$ cat config.mk
export PLATFORM = sky130hd
export DESIGN_NAME = bus_mouse_adapter_top_flat
export DESIGN_NICKNAME = d
export VERILOG_FILES = /design/src/hdl/bma_pkg.sv /design/src/hdl/bma_in_if.sv /design/src/hdl/bma_out_if.sv /design/src/hdl/bus_mouse_adapter_top.sv /design/src/hdl/bma_core.sv /design/src/hdl/bma_out_reg.sv /design/src/flat_wrapper.sv
export VERILOG_INCLUDE_DIRS = /design/src /design/src/hdl
export SDC_FILE = /design/constraint.sdc
export NUM_CORES = 1
export LEC_CHECK = 0
export BUFFER_PORTS_ARGS = -buffer_cell sky130_fd_sc_hd__buf_2
export CORE_MARGIN = 5
export CORE_UTILIZATION = 45
export CTS_CLUSTER_SIZE = 30
export DETAILED_ROUTE_END_ITERATION = 7
export PLACE_DENSITY = 0.65
export SLEW_MARGIN = 20
export SYNTH_ARGS = -nofsm -noshare
export SYNTH_HDL_FRONTEND = slang
export SYNTH_SLANG_ARGS = --single-unit
$ cat constraint.sdc
create_clock -name i_clk -period 4.75 [get_ports i_clk]
set_input_delay 0.475 -clock i_clk [delete_from_list [all_inputs] [get_ports i_clk]]
set_output_delay 0.475 -clock i_clk [all_outputs]
set_load 0.01 [all_outputs]
$ cat src/hdl/bus_mouse_adapter_top_macros.svh
// Assertion helpers shared by the adapter RTL.
`ifndef BUS_MOUSE_ADAPTER_TOP_MACROS_SVH
`define BUS_MOUSE_ADAPTER_TOP_MACROS_SVH

// Same-cycle implication, disabled while reset is held.
`define BMA_ASSERT_IMP(label, clk, rst_n, ante, cons) \
    label: assert property (@(posedge clk) disable iff (!(rst_n)) (ante) |-> (cons)) \
        else $error("bus mouse adapter check failed");

// Next-cycle implication, disabled while reset is held.
`define BMA_ASSERT_NEXT(label, clk, rst_n, ante, cons) \
    label: assert property (@(posedge clk) disable iff (!(rst_n)) (ante) |=> (cons)) \
        else $error("bus mouse adapter check failed");

`endif

$ cat src/hdl/bma_pkg.sv
`default_nettype none
package bma_pkg;

    localparam int ACC_WIDTH_DEF = 16;
    localparam int MOVE_W        = 16;
    localparam int CFG_IDX_W     = 2;
    localparam int CFG_DATA_W    = 3;

    typedef enum logic [1:0] {
        ACT_READ   = 2'd0,
        ACT_WRITE  = 2'd1,
        ACT_UPDATE = 2'd2,
        ACT_TICK   = 2'd3
    } t_action;

    typedef enum logic [1:0] {
        PORT_DATA = 2'd0,
        PORT_SIG  = 2'd1,
        PORT_CTRL = 2'd2,
        PORT_CFG  = 2'd3
    } t_port;

    // configuration register indexes
    localparam logic [CFG_IDX_W-1:0] CFG_TIMED   = 2'd0;
    localparam logic [CFG_IDX_W-1:0] CFG_THREE   = 2'd1;
    localparam logic [CFG_IDX_W-1:0] CFG_IRQ_NUM = 2'd2;

    // data read nibble selects (control bits 6:5)
    localparam logic [1:0] DSEL_X_LO = 2'd0;
    localparam logic [1:0] DSEL_X_HI = 2'd1;
    localparam logic [1:0] DSEL_Y_LO = 2'd2;
    localparam logic [1:0] DSEL_Y_HI = 2'd3;

    localparam logic [7:0] CTRL_LOW   = 8'h0f;
    localparam logic [7:0] CTRL_RESET = 8'h0f;
    localparam logic [7:0] IRQ_BASE   = 8'h20;
    localparam logic [7:0] BYTE_ONES  = 8'hff;
    localparam logic [7:0] BYTE_MAX   = 8'h7f;
    localparam logic [7:0] BYTE_MIN   = 8'h80;
    localparam int         CHUNK_MAX  = 127;
    localparam int         CHUNK_MIN  = -128;
    localparam logic [2:0] IRQ_NUM_RESET = 3'd5;

    typedef struct packed {
        logic       timed_mode;
        logic       three_buttons;
        logic [2:0] irq_number;
    } t_cfg;

    typedef struct packed {
        logic [7:0] read_data;
        logic       irq_raise;
        logic       irq_clear;
    } t_result;

    function automatic logic [7:0] clamp_byte(input logic [MOVE_W-1:0] v);
        if ($signed(v) > $signed(MOVE_W'(CHUNK_MAX))) begin
            return BYTE_MAX;
        end else if ($signed(v) < $signed(MOVE_W'(CHUNK_MIN))) begin
            return BYTE_MIN;
        end
        return v[7:0];
    endfunction

endpackage
`default_nettype wire

$ cat src/hdl/bma_in_if.sv
`default_nettype none
interface bma_in_if;
    logic                          valid;
    logic                          ready;
    logic [1:0]                    action;
    logic [1:0]                    port;
    logic [7:0]                    write_data;
    logic signed [bma_pkg::MOVE_W-1:0] move_x;
    logic signed [bma_pkg::MOVE_W-1:0] move_y;
    logic [2:0]                    buttons_raw;
    logic                          noise_bit;

    modport source (output valid, action, port, write_data, move_x, move_y,
                    buttons_raw, noise_bit, input ready);
    modport sink   (input valid, action, port, write_data, move_x, move_y,
                    buttons_raw, noise_bit, output ready);
endinterface
`default_nettype wire

$ cat src/hdl/bma_out_if.sv
`default_nettype none
interface bma_out_if;
    logic       valid;
    logic       ready;
    logic [7:0] read_data;
    logic       irq_raise;
    logic       irq_clear;

    modport source (output valid, read_data, irq_raise, irq_clear, input ready);
    modport sink   (input valid, read_data, irq_raise, irq_clear, output ready);
endinterface
`default_nettype wire

$ cat src/hdl/bus_mouse_adapter_top.sv
// Bus mouse adapter: one input word (bus read, bus write, host motion/button
// update or timer tick) is taken per clock and yields exactly one result word
// (read byte, IRQ raise, IRQ clear) in the next cycle from the output register.
// Throughput is one word per cycle; the input side stalls only while the
// output register holds a word the sink has not taken. All register effects
// of a word (nibble clear on data read, control reload, accumulators, button
// latch) land at the edge where it is accepted, so the next word sees them.
// Configuration (timed mode, three buttons, IRQ number) goes through
// i_cfg_we/i_cfg_index/i_cfg_data; the user must write it only while the
// adapter is idle, which the block does not enforce; index 3 is ignored.
// ACC_WIDTH sets the width of the saturating motion accumulators used in timed mode.
`default_nettype none
`include "bus_mouse_adapter_top_macros.svh"
module bus_mouse_adapter_top #(
    parameter int ACC_WIDTH = bma_pkg::ACC_WIDTH_DEF
) (
    input  wire logic                           i_clk,
    input  wire logic                           i_rst_n,
    input  wire logic                           i_cfg_we,
    input  wire logic [bma_pkg::CFG_IDX_W-1:0]  i_cfg_index,
    input  wire logic [bma_pkg::CFG_DATA_W-1:0] i_cfg_data,
    bma_in_if.sink                              i_in,
    bma_out_if.source                           o_out
);

    bma_pkg::t_cfg    r_cfg;
    bma_pkg::t_result core_result;
    logic             core_load;
    logic             out_free;

    // configuration registers
    always_ff @(posedge i_clk) begin
        if (!i_rst_n) begin
            r_cfg.timed_mode    <= 1'b1;
            r_cfg.three_buttons <= 1'b0;
            r_cfg.irq_number    <= bma_pkg::IRQ_NUM_RESET;
        end else if (i_cfg_we) begin
            case (i_cfg_index)
                bma_pkg::CFG_TIMED:   r_cfg.timed_mode    <= i_cfg_data[0];
                bma_pkg::CFG_THREE:   r_cfg.three_buttons <= i_cfg_data[0];
                bma_pkg::CFG_IRQ_NUM: r_cfg.irq_number    <= i_cfg_data;
                default: begin
                    r_cfg <= r_cfg;
                end
            endcase
        end
    end

    // adapter state and per-word decode
    bma_core #(
        .ACC_WIDTH (ACC_WIDTH)
    ) u_core (
        .i_clk    (i_clk),
        .i_rst_n  (i_rst_n),
        .i_cfg    (r_cfg),
        .i_free   (out_free),
        .i_in     (i_in),
        .o_load   (core_load),
        .o_result (core_result)
    );

    // result register toward the sink
    bma_out_reg u_out (
        .i_clk    (i_clk),
        .i_rst_n  (i_rst_n),
        .i_load   (core_load),
        .i_result (core_result),
        .o_free   (out_free),
        .o_out    (o_out)
    );

    // every accepted word produces a result on the next cycle
    `BMA_ASSERT_NEXT(a_result_follows, i_clk, i_rst_n, core_load, o_out.valid)
    // a stalled result blocks new input
    `BMA_ASSERT_IMP(a_no_overwrite, i_clk, i_rst_n, o_out.valid && !o_out.ready, !i_in.ready)
    // raise and clear come from different word kinds
    `BMA_ASSERT_IMP(a_raise_clear_excl, i_clk, i_rst_n, o_out.valid,
                    !(o_out.irq_raise && o_out.irq_clear))
    // only reads return data
    `BMA_ASSERT_NEXT(a_data_only_on_read, i_clk, i_rst_n,
                     core_load && (i_in.action != bma_pkg::ACT_READ),
                     o_out.read_data == 8'h00)

endmodule
`default_nettype wire

$ cat src/hdl/bma_core.sv
`default_nettype none
module bma_core #(
    parameter int ACC_WIDTH = bma_pkg::ACC_WIDTH_DEF
) (
    input  wire logic             i_clk,
    input  wire logic             i_rst_n,
    input  wire bma_pkg::t_cfg    i_cfg,
    input  wire logic             i_free,
    bma_in_if.sink                i_in,
    output logic                  o_load,
    output bma_pkg::t_result      o_result
);

    localparam logic [ACC_WIDTH-1:0] CHUNK_HI = ACC_WIDTH'(bma_pkg::CHUNK_MAX);
    localparam logic [ACC_WIDTH-1:0] CHUNK_LO = ACC_WIDTH'(bma_pkg::CHUNK_MIN);

    logic                 r_en, n_en;
    logic                 r_tie, n_tie;
    logic                 r_hold, n_hold;
    logic [7:0]           r_cx, n_cx;
    logic [7:0]           r_cy, n_cy;
    logic [2:0]           r_latched, n_latched;
    logic [2:0]           r_mapped, n_mapped;
    logic [2:0]           r_prev, n_prev;
    logic [7:0]           r_control, n_control;
    logic [7:0]           r_sig, n_sig;
    logic [ACC_WIDTH-1:0] r_pend_x, n_pend_x;
    logic [ACC_WIDTH-1:0] r_pend_y, n_pend_y;

    logic [7:0]           mask;
    logic [7:0]           clamp_x, clamp_y, bit_sel;
    logic [2:0]           map_new;
    logic [3:0]           nib;
    logic [ACC_WIDTH+7:0] drain_x, drain_y;
    bma_pkg::t_result     res;

    // saturating add of a signed byte into the accumulator
    function automatic logic [ACC_WIDTH-1:0] sat_add(input logic [ACC_WIDTH-1:0] acc,
                                                      input logic [7:0] d);
        logic [ACC_WIDTH:0] s;
        s = {acc[ACC_WIDTH-1], acc} + {{(ACC_WIDTH-7){d[7]}}, d};
        if (s[ACC_WIDTH] != s[ACC_WIDTH-1]) begin
            return s[ACC_WIDTH] ? {1'b1, {(ACC_WIDTH-1){1'b0}}}
                                : {1'b0, {(ACC_WIDTH-1){1'b1}}};
        end
        return s[ACC_WIDTH-1:0];
    endfunction

    // {chunk, remaining accumulator}
    function automatic logic [ACC_WIDTH+7:0] drain(input logic [ACC_WIDTH-1:0] acc);
        if ($signed(acc) > $signed(CHUNK_HI)) begin
            return {bma_pkg::BYTE_MAX, acc - CHUNK_HI};
        end else if ($signed(acc) < $signed(CHUNK_LO)) begin
            return {bma_pkg::BYTE_MIN, acc - CHUNK_LO};
        end
        return {acc[7:0], {ACC_WIDTH{1'b0}}};
    endfunction

    assign i_in.ready = i_free;
    assign o_load     = i_in.valid && i_free;
    assign o_result   = res;

    assign mask    = bma_pkg::IRQ_BASE >> i_cfg.irq_number;
    assign clamp_x = bma_pkg::clamp_byte(i_in.move_x);
    assign clamp_y = bma_pkg::clamp_byte(i_in.move_y);
    assign bit_sel = 8'h01 << i_in.write_data[3:1];
    assign map_new = {i_in.buttons_raw[0], i_cfg.three_buttons & i_in.buttons_raw[2],
                      i_in.buttons_raw[1]};
    assign drain_x = drain(r_pend_x);
    assign drain_y = drain(r_pend_y);

    always_comb begin
        n_en      = r_en;
        n_tie     = r_tie;
        n_hold    = r_hold;
        n_cx      = r_cx;
        n_cy      = r_cy;
        n_latched = r_latched;
        n_mapped  = r_mapped;
        n_prev    = r_prev;
        n_control = r_control;
        n_sig     = r_sig;
        n_pend_x  = r_pend_x;
        n_pend_y  = r_pend_y;
        nib       = 4'h0;
        res       = '0;
        case (bma_pkg::t_action'(i_in.action))
            bma_pkg::ACT_READ: begin
                case (bma_pkg::t_port'(i_in.port))
                    bma_pkg::PORT_DATA: begin
                        case (r_control[6:5])
                            bma_pkg::DSEL_X_LO: begin
                                nib  = r_cx[3:0];
                                n_cx = {r_cx[7:4], 4'h0};
                            end
                            bma_pkg::DSEL_X_HI: begin
                                nib  = r_cx[7:4];
                                n_cx = {4'h0, r_cx[3:0]};
                            end
                            bma_pkg::DSEL_Y_LO: begin
                                nib  = r_cy[3:0];
                                n_cy = {r_cy[7:4], 4'h0};
                            end
                            default: begin
                                nib  = r_cy[7:4];
                                n_cy = {4'h0, r_cy[3:0]};
                            end
                        endcase
                        res.read_data = {~r_latched, 1'b0, nib};
                    end
                    bma_pkg::PORT_SIG: begin
                        res.read_data = r_sig;
                    end
                    bma_pkg::PORT_CTRL: begin
                        res.read_data = r_control;
                        n_control     = r_control | bma_pkg::CTRL_LOW;
                        if (r_tie) begin
                            n_control = (n_control & ~mask) | (i_in.noise_bit ? mask : 8'h00);
                        end
                    end
                    default: begin
                        res.read_data = r_en ? ((r_control | bma_pkg::CTRL_LOW) & ~mask)
                                             : bma_pkg::BYTE_ONES;
                    end
                endcase
            end
            bma_pkg::ACT_WRITE: begin
                case (bma_pkg::t_port'(i_in.port))
                    bma_pkg::PORT_DATA: begin
                        n_sig = r_sig;
                    end
                    bma_pkg::PORT_SIG: begin
                        n_sig = i_in.write_data;
                    end
                    bma_pkg::PORT_CTRL: begin
                        n_control     = i_in.write_data | bma_pkg::CTRL_LOW;
                        n_tie         = ~i_in.write_data[4];
                        n_hold        = i_in.write_data[7];
                        res.irq_clear = 1'b1;
                    end
                    default: begin
                        if (i_in.write_data[7]) begin
                            // mode set
                            n_en      = 1'b1;
                            n_tie     = 1'b1;
                            n_control = bma_pkg::CTRL_LOW & ~mask;
                        end else if (i_in.write_data[0]) begin
                            n_control = r_control | bit_sel;
                        end else begin
                            n_control = r_control & ~bit_sel;
                        end
                    end
                endcase
            end
            bma_pkg::ACT_UPDATE: begin
                if (r_en) begin
                    n_prev = i_in.buttons_raw;
                    if (i_in.move_x != '0 || i_in.move_y != '0 ||
                        i_in.buttons_raw != r_prev) begin
                        n_mapped = map_new;
                        if (i_cfg.timed_mode) begin
                            n_pend_x = sat_add(r_pend_x, clamp_x);
                            n_pend_y = sat_add(r_pend_y, clamp_y);
                        end else begin
                            res.irq_raise = 1'b1;
                            if (!r_hold) begin
                                n_cx      = clamp_x;
                                n_cy      = clamp_y;
                                n_latched = map_new;
                            end
                        end
                    end
                end
            end
            default: begin
                if (i_cfg.timed_mode) begin
                    res.irq_raise = r_tie;
                    if (!r_hold) begin
                        n_cx      = drain_x[ACC_WIDTH+7:ACC_WIDTH];
                        n_cy      = drain_y[ACC_WIDTH+7:ACC_WIDTH];
                        n_pend_x  = drain_x[ACC_WIDTH-1:0];
                        n_pend_y  = drain_y[ACC_WIDTH-1:0];
                        n_latched = r_mapped;
                    end
                end
            end
        endcase
    end

    always_ff @(posedge i_clk) begin
        if (!i_rst_n) begin
            r_en      <= 1'b0;
            r_tie     <= 1'b0;
            r_hold    <= 1'b0;
            r_cx      <= '0;
            r_cy      <= '0;
            r_latched <= '0;
            r_mapped  <= '0;
            r_prev    <= '0;
            r_control <= bma_pkg::CTRL_RESET;
            r_sig     <= '0;
            r_pend_x  <= '0;
            r_pend_y  <= '0;
        end else if (o_load) begin
            r_en      <= n_en;
            r_tie     <= n_tie;
            r_hold    <= n_hold;
            r_cx      <= n_cx;
            r_cy      <= n_cy;
            r_latched <= n_latched;
            r_mapped  <= n_mapped;
            r_prev    <= n_prev;
            r_control <= n_control;
            r_sig     <= n_sig;
            r_pend_x  <= n_pend_x;
            r_pend_y  <= n_pend_y;
        end
    end

endmodule
`default_nettype wire

$ cat src/hdl/bma_out_reg.sv
`default_nettype none
module bma_out_reg (
    input  wire logic             i_clk,
    input  wire logic             i_rst_n,
    input  wire logic             i_load,
    input  wire bma_pkg::t_result i_result,
    output logic                  o_free,
    bma_out_if.source             o_out
);

    logic             r_valid;
    bma_pkg::t_result r_result;

    // room when empty or when the held word leaves this cycle
    assign o_free = i_rst_n && (!r_valid || o_out.ready);

    assign o_out.valid     = r_valid;
    assign o_out.read_data = r_result.read_data;
    assign o_out.irq_raise = r_result.irq_raise;
    assign o_out.irq_clear = r_result.irq_clear;

    always_ff @(posedge i_clk) begin
        if (!i_rst_n) begin
            r_valid <= 1'b0;
        end else if (i_load) begin
            r_valid <= 1'b1;
        end else if (o_out.ready) begin
            r_valid <= 1'b0;
        end
    end

    always_ff @(posedge i_clk) begin
        if (i_load) begin
            r_result <= i_result;
        end
    end

endmodule
`default_nettype wire

$ cat src/flat_wrapper.sv
// flat-port wrapper written by rule: the top's interface ports become plain ports
module bus_mouse_adapter_top_flat 
#(
    parameter int ACC_WIDTH = bma_pkg::ACC_WIDTH_DEF
)
  (i_clk, i_rst_n, i_cfg_we, i_cfg_index, i_cfg_data, i_in_valid, i_in_action, i_in_port, i_in_write_data, i_in_move_x, i_in_move_y, i_in_buttons_raw, i_in_noise_bit, i_in_ready, o_out_valid, o_out_read_data, o_out_irq_raise, o_out_irq_clear, o_out_ready);
  bma_in_if i_in_i ();
  bma_out_if o_out_i ();
  input  wire logic i_clk;
  input  wire logic i_rst_n;
  input  wire logic i_cfg_we;
  input  wire logic [bma_pkg::CFG_IDX_W-1:0] i_cfg_index;
  input  wire logic [bma_pkg::CFG_DATA_W-1:0] i_cfg_data;
  input wire logic [$bits(i_in_i.valid)-1:0] i_in_valid;
  input wire logic [$bits(i_in_i.action)-1:0] i_in_action;
  input wire logic [$bits(i_in_i.port)-1:0] i_in_port;
  input wire logic [$bits(i_in_i.write_data)-1:0] i_in_write_data;
  input wire logic [$bits(i_in_i.move_x)-1:0] i_in_move_x;
  input wire logic [$bits(i_in_i.move_y)-1:0] i_in_move_y;
  input wire logic [$bits(i_in_i.buttons_raw)-1:0] i_in_buttons_raw;
  input wire logic [$bits(i_in_i.noise_bit)-1:0] i_in_noise_bit;
  output wire logic [$bits(i_in_i.ready)-1:0] i_in_ready;
  output wire logic [$bits(o_out_i.valid)-1:0] o_out_valid;
  output wire logic [$bits(o_out_i.read_data)-1:0] o_out_read_data;
  output wire logic [$bits(o_out_i.irq_raise)-1:0] o_out_irq_raise;
  output wire logic [$bits(o_out_i.irq_clear)-1:0] o_out_irq_clear;
  input wire logic [$bits(o_out_i.ready)-1:0] o_out_ready;
  assign i_in_i.valid = i_in_valid;
  assign i_in_i.action = i_in_action;
  assign i_in_i.port = i_in_port;
  assign i_in_i.write_data = i_in_write_data;
  assign i_in_i.move_x = i_in_move_x;
  assign i_in_i.move_y = i_in_move_y;
  assign i_in_i.buttons_raw = i_in_buttons_raw;
  assign i_in_i.noise_bit = i_in_noise_bit;
  assign i_in_ready = i_in_i.ready;
  assign o_out_valid = o_out_i.valid;
  assign o_out_read_data = o_out_i.read_data;
  assign o_out_irq_raise = o_out_i.irq_raise;
  assign o_out_irq_clear = o_out_i.irq_clear;
  assign o_out_i.ready = o_out_ready;
  bus_mouse_adapter_top #(.ACC_WIDTH(ACC_WIDTH)) u_core (.i_clk(i_clk), .i_rst_n(i_rst_n), .i_cfg_we(i_cfg_we), .i_cfg_index(i_cfg_index), .i_cfg_data(i_cfg_data), .i_in(i_in_i), .o_out(o_out_i));
endmodule
==> summary.md <==
| Metric | Value |
|---|---|
| Post-Synthesis Cells | 976 |
| Power density over cell area | 236 nW/µm² |
| Mean Syn Cell Area | 7.80 µm² |
| Tmin final | 3830 ps |
| Dpl cells | 1213 |
| Half-perimeter wire length after placement | 16.6 mm |
| Setup TNS | 0 ps |
| Leakage | 3.24 nW |
| Flops & latches, synth | 92 |
| DRC Markers | 0 |
| Post-synth top area cell | dfxtp_1 |
| Nets | 1104 |
| Detail Route Antenna Nets | 0 |
| Slew HR | 37.2% |
| Final setup fails | 0 |
| Core area | 16600 µm² |
| Clk buf depth | 2 |
| VDD IR-drop max | 0.179 mV |
| Initial antenna violation count | 0 |
| Critical path class | primary input to register |
| Asr flop ratio synth | 0% |
| Drt first pass iters | 5 |
| Buffers on Ports | 69 |
| Antenna diode count | 0 |
| RSZ-0062 raised after global routing | no |
| Ys Warns | 0 |
| Layout cell share with drive strength beyond 1 | 12.6% |
| 1st-iter DRT viols | 781 |
| Num ports | 70 |
| Total gr overflow | 0 |
| Dpl cell area | 8040 µm² |
| Hold/Removal Path Class | primary input to register |
| GP Congestion | 0.907 |
| # clock sinks | 92 |
| Post-synth EDFFs | 10 |
| DIE AREA | 19600 µm² |
| Met1 Track Usage GR | 29.4% |
| WL/cell | 18.0 µm |
| Final Max Slew Viols | 0 |
| Synth Net Count | 1076 |
| Max Clock Skew | 12.9 ps |
| Crit-path max FO | 15 |
| Final wirelength | 22.1 mm |
| CTS tree | done |
| Max Freq | 0.261 GHz |
| Clock latency on the worst-skew pair | 360 ps |
| Fin area | 8350 µm² |
| Total Routing Usage GR | 22.1% |
| Post-CTS Hold Buffers | 0 |
| Top cells by area, synth | dfxtp_1 22%, ha_1 6.6%, nor2_1 5.1% |
| Largest net degree at the start of global routing | 51 |
| Number of max-cap violations | 0 |
| Area delta synth->final | 9.66% |
| Non-Filler Instances | 1229 |
| Run status | finished, final reports clean |
| Vias | 7526 |
| Row count | 47 |
| Worst-path clk slew | 70 ps |
| Vias in the first global route | 6988 |
| Post-synthesis sequential area ratio | 25.5% |
| Top_reg_cell synth | dfxtp_1 |
| CTS Buf Count | 9 |
| Data arrival time of the critical path | 4050 ps |
| Crit share post-route | 80.7% |
| Post-CTS Setup Bufs | 0 |
| Die Wd | 140 µm |
| Chip height | 140 µm |
| CP Data Required Time | 4970 ps |
| Post-synth cell types | 81 |
| Synth top area share | 21.6% |
| Startpoint Class | primary input |
| Grt met3 use | 3.95% |
| GRT busiest layer | met2 |
| Number of gates resized after cts | 0 |
| Actual transition at the worst max-transition pin | 943 ps |
| H-tree depth | 3 |
| M2 GR Usage | 36.4% |
| First-pass GRT wire length | 36.0 mm |
| Setup crit end kind | register |
| Mapped Area | 7610 µm² |
| DR vias/cell | 6.12 |
| CTS root buffer | clkbuf_16 |
| Final hold vios | 0 |
| Finished Core Util | 50.4% |
| Initial Utilization | 45.9% |
-- registers in the layout (all words and copies together), names as in the netlist --
| register | flops |
|---|---|
| u_core.u_core.r_pend_x | 16 |
| u_core.u_core.r_pend_y | 16 |
| u_core.u_core.r_control | 8 |
| u_core.u_core.r_cx | 8 |
| u_core.u_core.r_cy | 8 |
| u_core.u_core.r_sig | 8 |
| u_core.u_out.o_out.read_data | 8 |
| u_core.r_cfg | 5 |
| u_core.u_core.r_latched | 3 |
| u_core.u_core.r_mapped | 3 |
| u_core.u_core.r_prev | 3 |
| u_core.u_core.r_en | 1 |
| u_core.u_core.r_hold | 1 |
| u_core.u_core.r_tie | 1 |
| u_core.u_out.o_out.irq_clear | 1 |
| u_core.u_out.o_out.irq_raise | 1 |
| u_core.u_out.o_out.valid | 1 |
-- through the flow --
stage	hold WS [ps]	total power, mW	setup slack [ps]
2_1_floorplan	451	1.14	1010
3_3_place_gp	461	1.25	678
3_5_place_dp	467	1.25	563
4_1_cts	328	1.98	939
5_1_grt	355	2.06	601
6_report	333	1.97	916
-- path summary, 6_finish.rpt --
kind                        startpoint                        end  slack (ps)  depth (start not counted)
min                      i_cfg_data[2]            u_core.r_cfg[2]         330                          3
max                    i_in_move_x[10]  u_core.u_core.r_pend_x[6]         920                         14
max reg2reg            u_core.r_cfg[4]  u_core.u_core.r_pend_x[6]        1740                          8
min reg2reg  u_core.u_core.r_mapped[0]  u_core.u_core.r_mapped[0]         490                          2
-- logic make-up (layout without fill, tap and decap cells) --
family / after synthesis / count (layout) / synth area share [%]
AO/OA/AOI/OAI: 332 / 332 / 30.4
XOR/XNOR: 41 / 41 / 4.72
adder cells (fa/ha/maj): 42 / 42 / 7.10
buffers and inverters: 75 / 108 / 4.09
flip-flops: 92 / 92 / 25.5
multiplexers: 39 / 39 / 5.87
AND/OR/NAND/NOR: 355 / 355 / 22.3
-- cells in the mapped netlist (6+ instances only) --
cell type / instances
clkbuf_1: 37
xnor2_1: 19
a41oi_1: 7
xor2_1: 22
o2bb2ai_1: 8
dfxtp_1: 82
a311oi_1: 12
nand4_1: 18
nand3b_1: 7
o21ai_0: 70
o31ai_1: 6
a211oi_1: 17
buf_2: 15
a31oi_1: 23
o21a_1: 14
nand2_1: 98
nor3_1: 15
ha_1: 40
a22oi_1: 7
nor4_1: 8
a21o_1: 24
a211o_1: 6
o211ai_1: 18
inv_1: 16
nand2b_1: 14
nor2_1: 104
nor3b_1: 8
mux2i_1: 33
or4_1: 10
nand3_1: 41
a221oi_1: 7
edfxtp_1: 10
o22ai_1: 6
a21oi_1: 57
-- per-layer routing --
metal	wire, µm	vias to the layer above
met4	542	0
met3	1280	34
met1	9890	3511
met2	10400	232
met5	0	-
li1	-	3749
-- worst max-delay path, cell delays in order --
cell	delay (ps)
buf_2	100
or4_1	500
nor2_1	230
nor2_1	160
a21o_1	210
ha_1	220
fa_1	430
a211o_1	290
a211oi_1	360
o221a_2	300
o211ai_1	80
mux2_2	420
a21oi_1	180
o22ai_1	100
-- power by group --
part / total, mW / internal [mW] / switching (mW)
Sequential: 0.826 / 0.802 / 0.0238
Clock: 0.727 / 0.374 / 0.354
Combinational: 0.416 / 0.158 / 0.258
Total: 1.97 / 1.33 / 0.636
-- area by class of cell --
type / count / area (µm²)
Clock buffer: 9 / 225
Clock inverter: 7 / 75.1
Fill cell: 1663 / 8230
Inverter: 16 / 60.1
Multi-Input combinational cell: 809 / 5380
Sequential cell: 92 / 1940
Tap cell: 220 / 275
Timing Repair Buffer: 76 / 398
-- cell usage in the layout, fill, tap and decap left out, types with 17 or more instances in the layout --
cell type | Yosys | final
nand4_1 | 18 | 18
nand3_1 | 41 | 41
buf_2 | 15 | 69
a31oi_1 | 23 | 22
a21oi_1 | 57 | 57
a211oi_1 | 17 | 17
dfxtp_1 | 82 | 82
a21o_1 | 24 | 24
o21ai_0 | 70 | 70
xnor2_1 | 19 | 19
nand2_1 | 98 | 98
xor2_1 | 22 | 22
ha_1 | 40 | 40
o211ai_1 | 18 | 18
nor2_1 | 104 | 104
mux2i_1 | 33 | 33
Power figures use the tool's default switching activity.
